**config.mk**
```make
export PLATFORM = sky130hd
export DESIGN_NAME = wildcard_glob_matcher_core
export DESIGN_NICKNAME = d
export VERILOG_FILES = /design/src/rtl/core/wgm_pkg.sv /design/src/rtl/core/wgm_step.sv /design/src/rtl/core/wildcard_glob_matcher_core.sv
export SDC_FILE = /design/constraint.sdc
export NUM_CORES = 1
export LEC_CHECK = 0
export BUFFER_PORTS_ARGS = -buffer_cell sky130_fd_sc_hd__buf_4
export CORE_UTILIZATION = 30
export CTS_CLUSTER_DIAMETER = 100
export DETAILED_ROUTE_END_ITERATION = 7
export PLACE_DENSITY_LB_ADDON = 0.05
export RECOVER_POWER = 25
export SLEW_MARGIN = 30
export SYNTH_ARGS = -nofsm -noshare
export SYNTH_HDL_FRONTEND = slang
export SYNTH_HIERARCHICAL = 1
export SYNTH_SLANG_ARGS = --single-unit
```
**constraint.sdc**
```tcl
create_clock -name aclk -period 10.61 [get_ports aclk]
set_clock_uncertainty 0.2 [all_clocks]
set_input_delay 1.061 -clock aclk [delete_from_list [all_inputs] [get_ports aclk]]
set_output_delay 1.061 -clock aclk [all_outputs]
set_load 0.01 [all_outputs]
```
**src/rtl/core/wgm_pkg.sv**
```systemverilog
// Package: constants, register codes and helpers for the glob matcher.
package wgm_pkg;

    localparam int PATTERN_MAX_DEF = 16;
    localparam int ADDR_W          = 5;
    localparam int DATA_W          = 64;
    localparam int LEN_W           = 5;

    localparam logic [7:0] CHAR_STAR  = 8'h2A;
    localparam logic [7:0] CHAR_QMARK = 8'h3F;
    localparam logic [7:0] CHAR_DOT   = 8'h2E;
    localparam logic [7:0] CHAR_UC_A  = 8'h41;
    localparam logic [7:0] CHAR_UC_Z  = 8'h5A;
    localparam logic [7:0] CASE_DELTA = 8'h20;

    typedef enum logic [1:0] {
        REG_PAT_LO  = 2'd0,
        REG_PAT_HI  = 2'd1,
        REG_PAT_LEN = 2'd2
    } reg_idx_t;

    function automatic logic [7:0] fold_case(input logic [7:0] c);
        if (c >= CHAR_UC_A && c <= CHAR_UC_Z) begin
            return c + CASE_DELTA;
        end
        return c;
    endfunction

endpackage

```
**src/rtl/core/wgm_step.sv**
```systemverilog
// Automaton update: star closure, one-byte advance, closure again; an empty name gets the first closure only.
module wgm_step #(
    parameter int PATTERN_MAX = wgm_pkg::PATTERN_MAX_DEF,
    localparam int SetW = PATTERN_MAX + 1,
    localparam int LenW = $clog2(PATTERN_MAX + 1)
) (
    input  logic [2*wgm_pkg::DATA_W-1:0] pattern,
    input  logic [LenW-1:0]              len,
    input  logic [SetW-1:0]              active,
    input  logic [7:0]                   name_byte,
    input  logic                         empty,
    output logic [SetW-1:0]              set_out
);

    logic [SetW-1:0] star;
    logic [SetW-1:0] hit;
    logic [SetW-1:0] cur;
    logic [SetW-1:0] stepped;

    // Runs of stars propagate like an adder carry chain.
    function automatic logic [SetW-1:0] close_set(input logic [SetW-1:0] s,
                                                  input logic [SetW-1:0] st);
        logic [SetW-1:0] g;
        logic [SetW-1:0] c;
        g = s & st;
        c = (g + st) ^ g ^ st;
        return s | c;
    endfunction

    always_comb begin
        star = '0;
        hit  = '0;
        for (int i = 0; i < PATTERN_MAX; i++) begin
            if (LenW'(i) < len) begin
                if (pattern[8*i +: 8] == wgm_pkg::CHAR_STAR) begin
                    star[i] = 1'b1;
                end else if (pattern[8*i +: 8] == wgm_pkg::CHAR_QMARK ||
                             wgm_pkg::fold_case(pattern[8*i +: 8]) ==
                             wgm_pkg::fold_case(name_byte)) begin
                    hit[i] = 1'b1;
                end
            end
        end
    end

    assign cur     = close_set(active, star);
    assign stepped = (cur & star) | ((cur & hit) << 1);
    assign set_out = empty ? cur : close_set(stepped, star);

endmodule

```
**src/rtl/core/wildcard_glob_matcher_core.sv**
```systemverilog
// Top level: glob pattern matcher over a streamed file name.
//
//  channel   | dir | fields
//  s_ stream | in  | name_byte (tdata), last_byte (tlast), empty_name (tuser)
//  m_ stream | out | matched (tdata[0])
//  APB cfg   | in  | pattern bytes low/high, pattern length
//
//  One word per cycle while the result is not stalled; each word goes through
//  the input register, then the set update into the result register.
//  The critical path is the two 17-bit carry-chain adds of the star closure.
//  Reset clears the pattern registers and returns the active set to position 0.
//  A stalled result holds; words inside a name keep flowing, and the word that
//  ends the next name waits in the input register until the result is taken.
module wildcard_glob_matcher_core #(
    parameter int PATTERN_MAX = wgm_pkg::PATTERN_MAX_DEF
) (
    input  logic                        aclk,
    input  logic                        aresetn,
    input  logic                        s_tvalid,
    output logic                        s_tready,
    input  logic [7:0]                  s_tdata,   // [7:0] name_byte
    input  logic                        s_tlast,
    input  logic                        s_tuser,   // [0] empty_name
    output logic                        m_tvalid,
    input  logic                        m_tready,
    output logic [7:0]                  m_tdata,   // [0] matched, [7:1] zero
    input  logic                        psel,
    input  logic                        penable,
    input  logic                        pwrite,
    input  logic [wgm_pkg::ADDR_W-1:0]  paddr,
    input  logic [wgm_pkg::DATA_W-1:0]  pwdata,
    output logic [wgm_pkg::DATA_W-1:0]  prdata,
    output logic                        pready
);

    localparam int SetW = PATTERN_MAX + 1;
    localparam int LenW = $clog2(PATTERN_MAX + 1);

    logic [wgm_pkg::DATA_W-1:0] pat_lo_reg;
    logic [wgm_pkg::DATA_W-1:0] pat_hi_reg;
    logic [wgm_pkg::LEN_W-1:0]  pat_len_reg;
    logic [LenW-1:0]            len;
    logic                       wr_en;
    wgm_pkg::reg_idx_t          reg_idx;

    logic                       in_valid_reg;
    logic [7:0]                 in_byte_reg;
    logic                       in_last_reg;
    logic                       in_empty_reg;
    logic [SetW-1:0]            active_reg;
    logic                       out_valid_reg;
    logic                       out_match_reg;

    logic [SetW-1:0]            step_set;
    logic                       ends_name;
    logic                       out_free;
    logic                       advance;
    logic                       all_files;
    logic                       matched;

    // Configuration port
    assign pready  = 1'b1;
    assign wr_en   = psel & penable & pwrite & pready;
    assign reg_idx = wgm_pkg::reg_idx_t'(paddr[4:3]);

    always_ff @(posedge aclk) begin
        if (!aresetn) begin
            pat_lo_reg  <= '0;
            pat_hi_reg  <= '0;
            pat_len_reg <= '0;
        end else if (wr_en) begin
            unique case (reg_idx)
                wgm_pkg::REG_PAT_LO:  pat_lo_reg  <= pwdata;
                wgm_pkg::REG_PAT_HI:  pat_hi_reg  <= pwdata;
                wgm_pkg::REG_PAT_LEN: pat_len_reg <= pwdata[wgm_pkg::LEN_W-1:0];
                default: ;
            endcase
        end
    end

    always_comb begin
        unique case (reg_idx)
            wgm_pkg::REG_PAT_LO:  prdata = pat_lo_reg;
            wgm_pkg::REG_PAT_HI:  prdata = pat_hi_reg;
            wgm_pkg::REG_PAT_LEN: prdata = wgm_pkg::DATA_W'(pat_len_reg);
            default:              prdata = '0;
        endcase
    end

    // Saturated pattern length
    always_comb begin
        if (pat_len_reg > wgm_pkg::LEN_W'(PATTERN_MAX)) begin
            len = LenW'(PATTERN_MAX);
        end else begin
            len = pat_len_reg[LenW-1:0];
        end
    end

    wgm_step #(
        .PATTERN_MAX (PATTERN_MAX)
    ) u_wgm_step (
        .pattern   ({pat_hi_reg, pat_lo_reg}),
        .len       (len),
        .active    (active_reg),
        .name_byte (in_byte_reg),
        .empty     (in_empty_reg),
        .set_out   (step_set)
    );

    // "*.*" matches every name
    assign all_files = (wgm_pkg::LEN_W'(len) == wgm_pkg::LEN_W'(3)) &&
                       (pat_lo_reg[7:0]   == wgm_pkg::CHAR_STAR) &&
                       (pat_lo_reg[15:8]  == wgm_pkg::CHAR_DOT) &&
                       (pat_lo_reg[23:16] == wgm_pkg::CHAR_STAR);
    assign matched   = all_files | step_set[len];

    // Flow control
    assign ends_name = in_last_reg | in_empty_reg;
    assign out_free  = !out_valid_reg | m_tready;
    assign advance   = in_valid_reg & (!ends_name | out_free);
    assign s_tready  = !in_valid_reg | advance;

    always_ff @(posedge aclk) begin
        if (!aresetn) begin
            in_valid_reg  <= 1'b0;
            out_valid_reg <= 1'b0;
            active_reg    <= SetW'(1);
        end else begin
            if (s_tready) begin
                in_valid_reg <= s_tvalid;
            end
            if (advance) begin
                active_reg <= ends_name ? SetW'(1) : step_set;
            end
            if (advance && ends_name) begin
                out_valid_reg <= 1'b1;
            end else if (m_tready) begin
                out_valid_reg <= 1'b0;
            end
        end
    end

    always_ff @(posedge aclk) begin
        if (s_tvalid && s_tready) begin
            in_byte_reg  <= s_tdata;
            in_last_reg  <= s_tlast;
            in_empty_reg <= s_tuser;
        end
        if (advance && ends_name) begin
            out_match_reg <= matched;
        end
    end

    assign m_tvalid = out_valid_reg;
    assign m_tdata  = {7'b0, out_match_reg};

endmodule

```
## Word level (Yosys, flattened, before mapping)

Index checks and enable logic that the tools add are counted.

- Latch bits: 0
- Bits of input ports: 86
- Word-level logic and storage cells: 480
- Output and inout bits: 75
- Register bits after elaboration: 163
- RAM bits: 0
- Bits in read-only memories: 0
- Memories: 0

- Divide/modulo/power cells: 0
- Shifts and indexed selects: 0
- Magnitude comparators: 52
- Multiplexer cells: 282
- Equality and inequality tests: 52
- Multipliers: 0
- Reduce and logical (&&, ||, !) cells: 46
- Bitwise gates (word level): 19
- Add/sub/neg operators: 19

Operators with widths:

| operator | count |
|---|---|
| 8-bit two-way mux | 113 |
| 8-bit by 6-bit == test with 1-bit output, second input constant | 33 |
| 64-bit one-hot mux with 3 select lines | 1 |
| 1-bit two-way mux | 164 |
| 8-bit by 6-bit adder with 8-bit output, second input constant | 17 |
| 8-bit by 7-bit >= comparator with 1-bit output, second input constant | 17 |
| 8-bit by 7-bit less-or-equal comparator with 1-bit output, second input constant | 17 |
| 8-bit == test | 16 |
| 17-bit by 16-bit AND with 17-bit output | 3 |
| 17-bit bitwise OR | 3 |
| 4-bit by 5-bit less-than comparator with 1-bit output, first input constant | 8 |
| 17-bit by 16-bit adder with 17-bit output | 2 |
| 17-bit two-way mux | 2 |
| 17-bit by 16-bit XOR with 17-bit output | 2 |
| 17-bit XOR | 2 |
| 1-bit logical AND | 22 |
| 3-bit by 5-bit less-than comparator with 1-bit output, first input constant | 4 |
| 16-bit AND | 1 |
| 1-bit logical OR | 16 |
| 1-bit by 5-bit less-than comparator with 1-bit output, first input constant | 2 |
| 2-bit by 5-bit less-than comparator with 1-bit output, first input constant | 2 |
| 5-bit by 6-bit less-than comparator with 1-bit output, second input constant | 1 |
| 2-bit AND reduction | 3 |
| 1-bit binary-select mux with 5-bit select | 1 |
| other kinds (10) | 18 |

## Logic depth before layout (Yosys ltp)

- Depth after elaboration: 24
- Mapped depth: 24
- Mapped depth without buffers: 22

## By module

The synthesis kept the hierarchy.

Modules (own cells, without submodules):

| module | area each (um2) | seq. area each (um2) | times used | cells each |
|---|---|---|---|---|
| wildcard_glob_matcher_core | 7465.9 | 3373.2 | 1 | 856 |
| wgm_step | 5525.3 | 0.0 | 1 | 826 |

## Worst setup path before layout

No wires, ideal clock.

- Path type: register to register
- From: register pat_len_reg[4] (netlist name)
- To: register out_match_reg (data pin)
- Slack: 5722 ps
- Clock period less this slack: 4888 ps
- Cell stages (with the launch flop): 25
- Path buffers: 2
- Arrival time: 4430 ps
- Required time: 10151 ps
- Setup time: 259 ps
- Path through: dfxtp_1 buf_6 nand2b_4 inv_1 or4_4 buf_6 nand4_1 nor2_1 ha_1 o2111ai_1 o41ai_1 nand4_1 o31ai_1 or3_1 a2111oi_0 nor3_1 nor2_1 o22ai_2 o21ai_0 a22oi_1 mux2i_1 a21oi_1 a211o_1 a32oi_1 o21ai_1

- Word-level cells in the longest chain between the ends: 20
- Elaborated cells on any way between the ends: 71
- Classes of those cells: 2 x add/sub; 17 x order compare; 1 x eq/ne; 36 x mux; 12 x bitwise; 3 x reduce/logical

RTL lines:

| item | RTL line | RTL |
|---|---|---|
| start, declared | wildcard_glob_matcher_core.sv:41 | `logic [wgm_pkg::LEN_W-1:0] pat_len_reg;` |
| start signal, assigned | wildcard_glob_matcher_core.sv:75 | `wgm_pkg::REG_PAT_LEN: pat_len_reg <= pwdata[wgm_pkg::LEN_W-1:0];` |
| 5-bit > comparator * | wildcard_glob_matcher_core.sv:92 | `if (pat_len_reg > wgm_pkg::LEN_W'(PATTERN_MAX)) begin` |
| 5-bit two-way mux * | wildcard_glob_matcher_core.sv:92 |  |
| via len[2] | wildcard_glob_matcher_core.sv:42 | `logic [LenW-1:0] len;` |
| 1-bit by 5-bit less-than comparator with 1-bit output (tied with other cells) | wgm_step.sv:34 | `if (LenW'(i) < len) begin` |
| 1-bit two-way mux | wgm_step.sv:34 |  |
| 17-bit by 16-bit AND with 17-bit output | wgm_step.sv:25 | `g = s & st;` |
| 17-bit by 16-bit adder with 17-bit output | wgm_step.sv:26 | `c = (g + st) ^ g ^ st;` |
| 17-bit XOR | wgm_step.sv:26 |  |
| (+7 left out) | -- |  |
| 17-bit by 16-bit XOR with 17-bit output | wgm_step.sv:26 |  |
| 17-bit bitwise OR | wgm_step.sv:27 | `return s \| c;` |
| 17-bit two-way mux * | wgm_step.sv:48 | `assign set_out = empty ? cur : close_set(stepped, star);` |
| via step_set[11] | wildcard_glob_matcher_core.sv:54 | `logic [SetW-1:0] step_set;` |
| 1-bit binary-select mux with 5-bit select * | wildcard_glob_matcher_core.sv:115 | `assign matched = all_files \| step_set[len];` |
| 1-bit two-way mux (not written as such) * | wildcard_glob_matcher_core.sv:115 |  |
| 1-bit bitwise OR * | wildcard_glob_matcher_core.sv:115 |  |
| via matched | wildcard_glob_matcher_core.sv:59 | `logic matched;` |
| end signal, assigned | wildcard_glob_matcher_core.sv:150 | `out_match_reg <= matched;` |
| end, declared | wildcard_glob_matcher_core.sv:52 | `logic out_match_reg;` |

The timed path passes the listed nets; every way through them passes the cells marked *. The select of a mux whose other input is x is not followed.
A chain may end at the register's enable or synchronous reset.

## Worst setup path in the final report

Same ends and word-level chain as after synthesis.

==> summary.md <==
| Metric | Value |
|---|---|
| WP data arrival | approximately 6600 ps |
| Critical path startpoint category | register |
| Worst slew pin tran | 3400 ps |
| Crit path kind | reg2reg |
| Routed WL per cell | ~21 µm |
| Rows | 75 |
| Mean Syn Cell Area | 7.72 µm² |
| Tcrit/Tclk final | 62.2% |
| Initial Utilization | 30.7% |
| NumNets Final | 1874 |
| Fin crit period | 6600 ps |
| Netlist cell types | between 100 and 150 |
| H-tree depth | 4 |
| Asr flop ratio synth | 0% |
| Placed cell area | around 14000 µm² |
| Synth Warn # | 6 |
| ANT nets after route | 0 |
| Worst ir drop on vdd | ~0.095 mV |
| Status | complete, but fails checks |
| Fmax | approximately 150 MHz |
| Design Area, Final | 14900 µm² |
| Routed WL | 50.4 mm |
| DR vias | 12800 |
| Ys flop type | dfxtp_1 |
| Post-route DRC | 0 |
| Synthesized netlist cell count | about 1700 |
| Failing checks | max-capacitance violations, max-slew violations |
| Post-CTS setup buffers | 0 |
| First-pass GRT wire length | 76.0 mm |
| Grt total ovfl | 0 |
| Max Cap Viol | 5 |
| CTS clock-pin slew for the worst setup and hold paths | about 70 ps |
| # hold bufs at CTS | 0 |
| Largest net degree at the start of global routing | between 70 and 80 |
| Min-Delay Path Class | reg2reg |
| GP Congestion | around 0.95 |
| Vias per inst | 5.43 |
| Synth-to-layout area growth | 15.0% |
| RSZ-0062 raised after global routing | no |
| Max transition margin | -127% |
| Area contributors post-synth | dfxtp_1 23%, nand2_1 9.0%, a21boi_1 7.0% |
| Crit-path max FO | 28 |
| Full die area | 44100 µm² |
| Pre-antenna DRT Iters | 7 |
| #FFs+latches synth | roughly 160 |
| Iteration-0 DRC count of the detailed router | 827 |
| Post-detail-place hpwl | 35.5 mm |
| Die Span X | 210 µm |
| Initial antenna violation count | 1 |
| Cell area after synthesis | about 13000 µm² |
| CTS tree | built |
| Layout fillers | 4494 |
| Share of cells above drive strength 1 | 13.7% |
| Port Buf Inserts | approximately 150 |
| Register area share after synthesis | 26.0% |
| Die span in y | 210 µm |
| Cell with the most instances after synthesis | nand2_1 |
| GRT Resource Usage Total | 22.6% |
| Worst-skew pair later-pin latency | 450 ps |
| Hold violation total from the final report | 0 |
| Setup crit end kind | register |
| I/O Pins | 161 |
| Crit path required time | 10590 ps |
| CTS resizes | 0 |
| Sink Count | 163 |
| Post-synth top area cell | dfxtp_1 |
| Vias in the first global route | 12300 |
| Ant. Diodes | 0 |
| P per Cell Area | 103 nW/µm² |
| Top-area cell type share of the netlist area | 23.4% |
| Final setup vio count | 0 |
| Commonest cells in the netlist | 313 x nand2_1, 152 x dfxtp_1, 143 x nor2_1, 121 x a21boi_1, 77 x mux2i_1 |
| Setup TNS | 0 ps |
| CTS Buffer Depth | 2 |
| Clk root buf | clkbuf_16 |
| P_leak | 5.33 nW |
| Num CTS Buffers | 17 |
| Slew Viols, Final | 265 |
| CORE AREA | 42300 µm² |
| Post-synth EDFFs | 11 |
-- cells in the final DEF (no fill, tap or decap), types with 11 or more instances in the layout --
master / count
mux2i_1: 77
a21boi_1: 93
o211ai_1: 13
o21ai_0: 28
a21boi_0: 41
clkbuf_16: 17
or3_1: 16
a31oi_1: 22
buf_4: 150
nor3_1: 50
a21o_1: 13
nor4_1: 29
xnor2_1: 71
nor2b_1: 35
edfxtp_1: 11
dfxtp_1: 152
ha_1: 19
a41oi_1: 12
nand4_1: 24
a21oi_1: 53
nand3_1: 41
a22oi_1: 18
inv_1: 32
xor2_1: 49
nor2_1: 143
nand2_1: 312
-- cells by family after synthesis --
family	synth area share, %
AO/OA/AOI/OAI	23.7
AND/OR/NAND/NOR	28.3
other	0.0578
buffers and inverters	6.08
multiplexers	6.02
adder cells (fa/ha/maj)	1.83
flip-flops	26.0
XOR/XNOR	8.09
-- metal layers --
metal	vias to the layer above	share of wire, %	GRT usage (%)
met5	-	0	0
met4	0	1.9	6.09
met3	40	4.7	3.67
met2	322	45	35.9
met1	6234	48	31.5
li1	6214	-	-
-- through the flow --
step | power [mW] | cells | util, % | hold WS (ps) | setup WS, ps
2_1_floorplan | 0.783 | 1688 | - | 246 | 5720
3_3_place_gp | 0.857 | 2327 | 33.9 | 315 | 4300
3_5_place_dp | 0.858 | 2327 | 33.9 | 320 | 4230
4_1_cts | 1.56 | 2359 | 35.4 | 330 | 4200
5_1_grt | 1.60 | 2359 | 35.3 | 364 | 3650
6_report | 1.54 | 2359 | 35.3 | 332 | 4010
-- worst paths after layout --
check	endpoint	depth (start not counted)	start	slack, ps
max	out_match_reg	24	pat_len_reg[4]	4010
min	pat_hi_reg[11]	2	pat_hi_reg[11]	330
max reg2reg	out_match_reg	24	pat_len_reg[4]	4010
min reg2reg	pat_hi_reg[11]	2	pat_hi_reg[11]	330
-- area by class of cell --
cell class / count / area (µm²) / share of cell area [%]
Clock buffer: 21 / 460 / 3.08
Clock inverter: 11 / 174 / 1.16
Inverter: 32 / 120 / 0.804
Multi-Input combinational cell: 1390 / 8870 / 59.4
Sequential cell: 163 / 3370 / 22.6
Tap cell: 577 / 722 / 4.83
Timing Repair Buffer: 165 / 1220 / 8.17
-- critical path, stage by stage, from the launching register on --
cell       delay [ps]
dfxtp_1           310
buf_4             340
nand2b_4          240
inv_1              40
buf_4             210
or4_4             630
nand4_1           290
nor2_1            100
ha_1              380
o2111ai_1         210
o41ai_1           100
nand4_1           140
o31ai_1            80
or3_1             300
a2111oi_0         900
nor3_1            210
nor2_1            240
o22ai_2           130
o21ai_0           180
a22oi_1           110
mux2i_1           230
a21oi_1            90
a211o_1           290
a32oi_1           240
o21ai_1           110
-- report_power, final --
| part | switching [mW] | leakage, nW | internal [mW] | total (mW) |
|---|---|---|---|---|
| Clock | 0.283 | 0.297 | 0.408 | 0.691 |
| Combinational | 0.116 | 3.70 | 0.0821 | 0.198 |
| Sequential | 0.0177 | 1.33 | 0.629 | 0.646 |
Note: power is estimated with default switching activity, not from simulation.
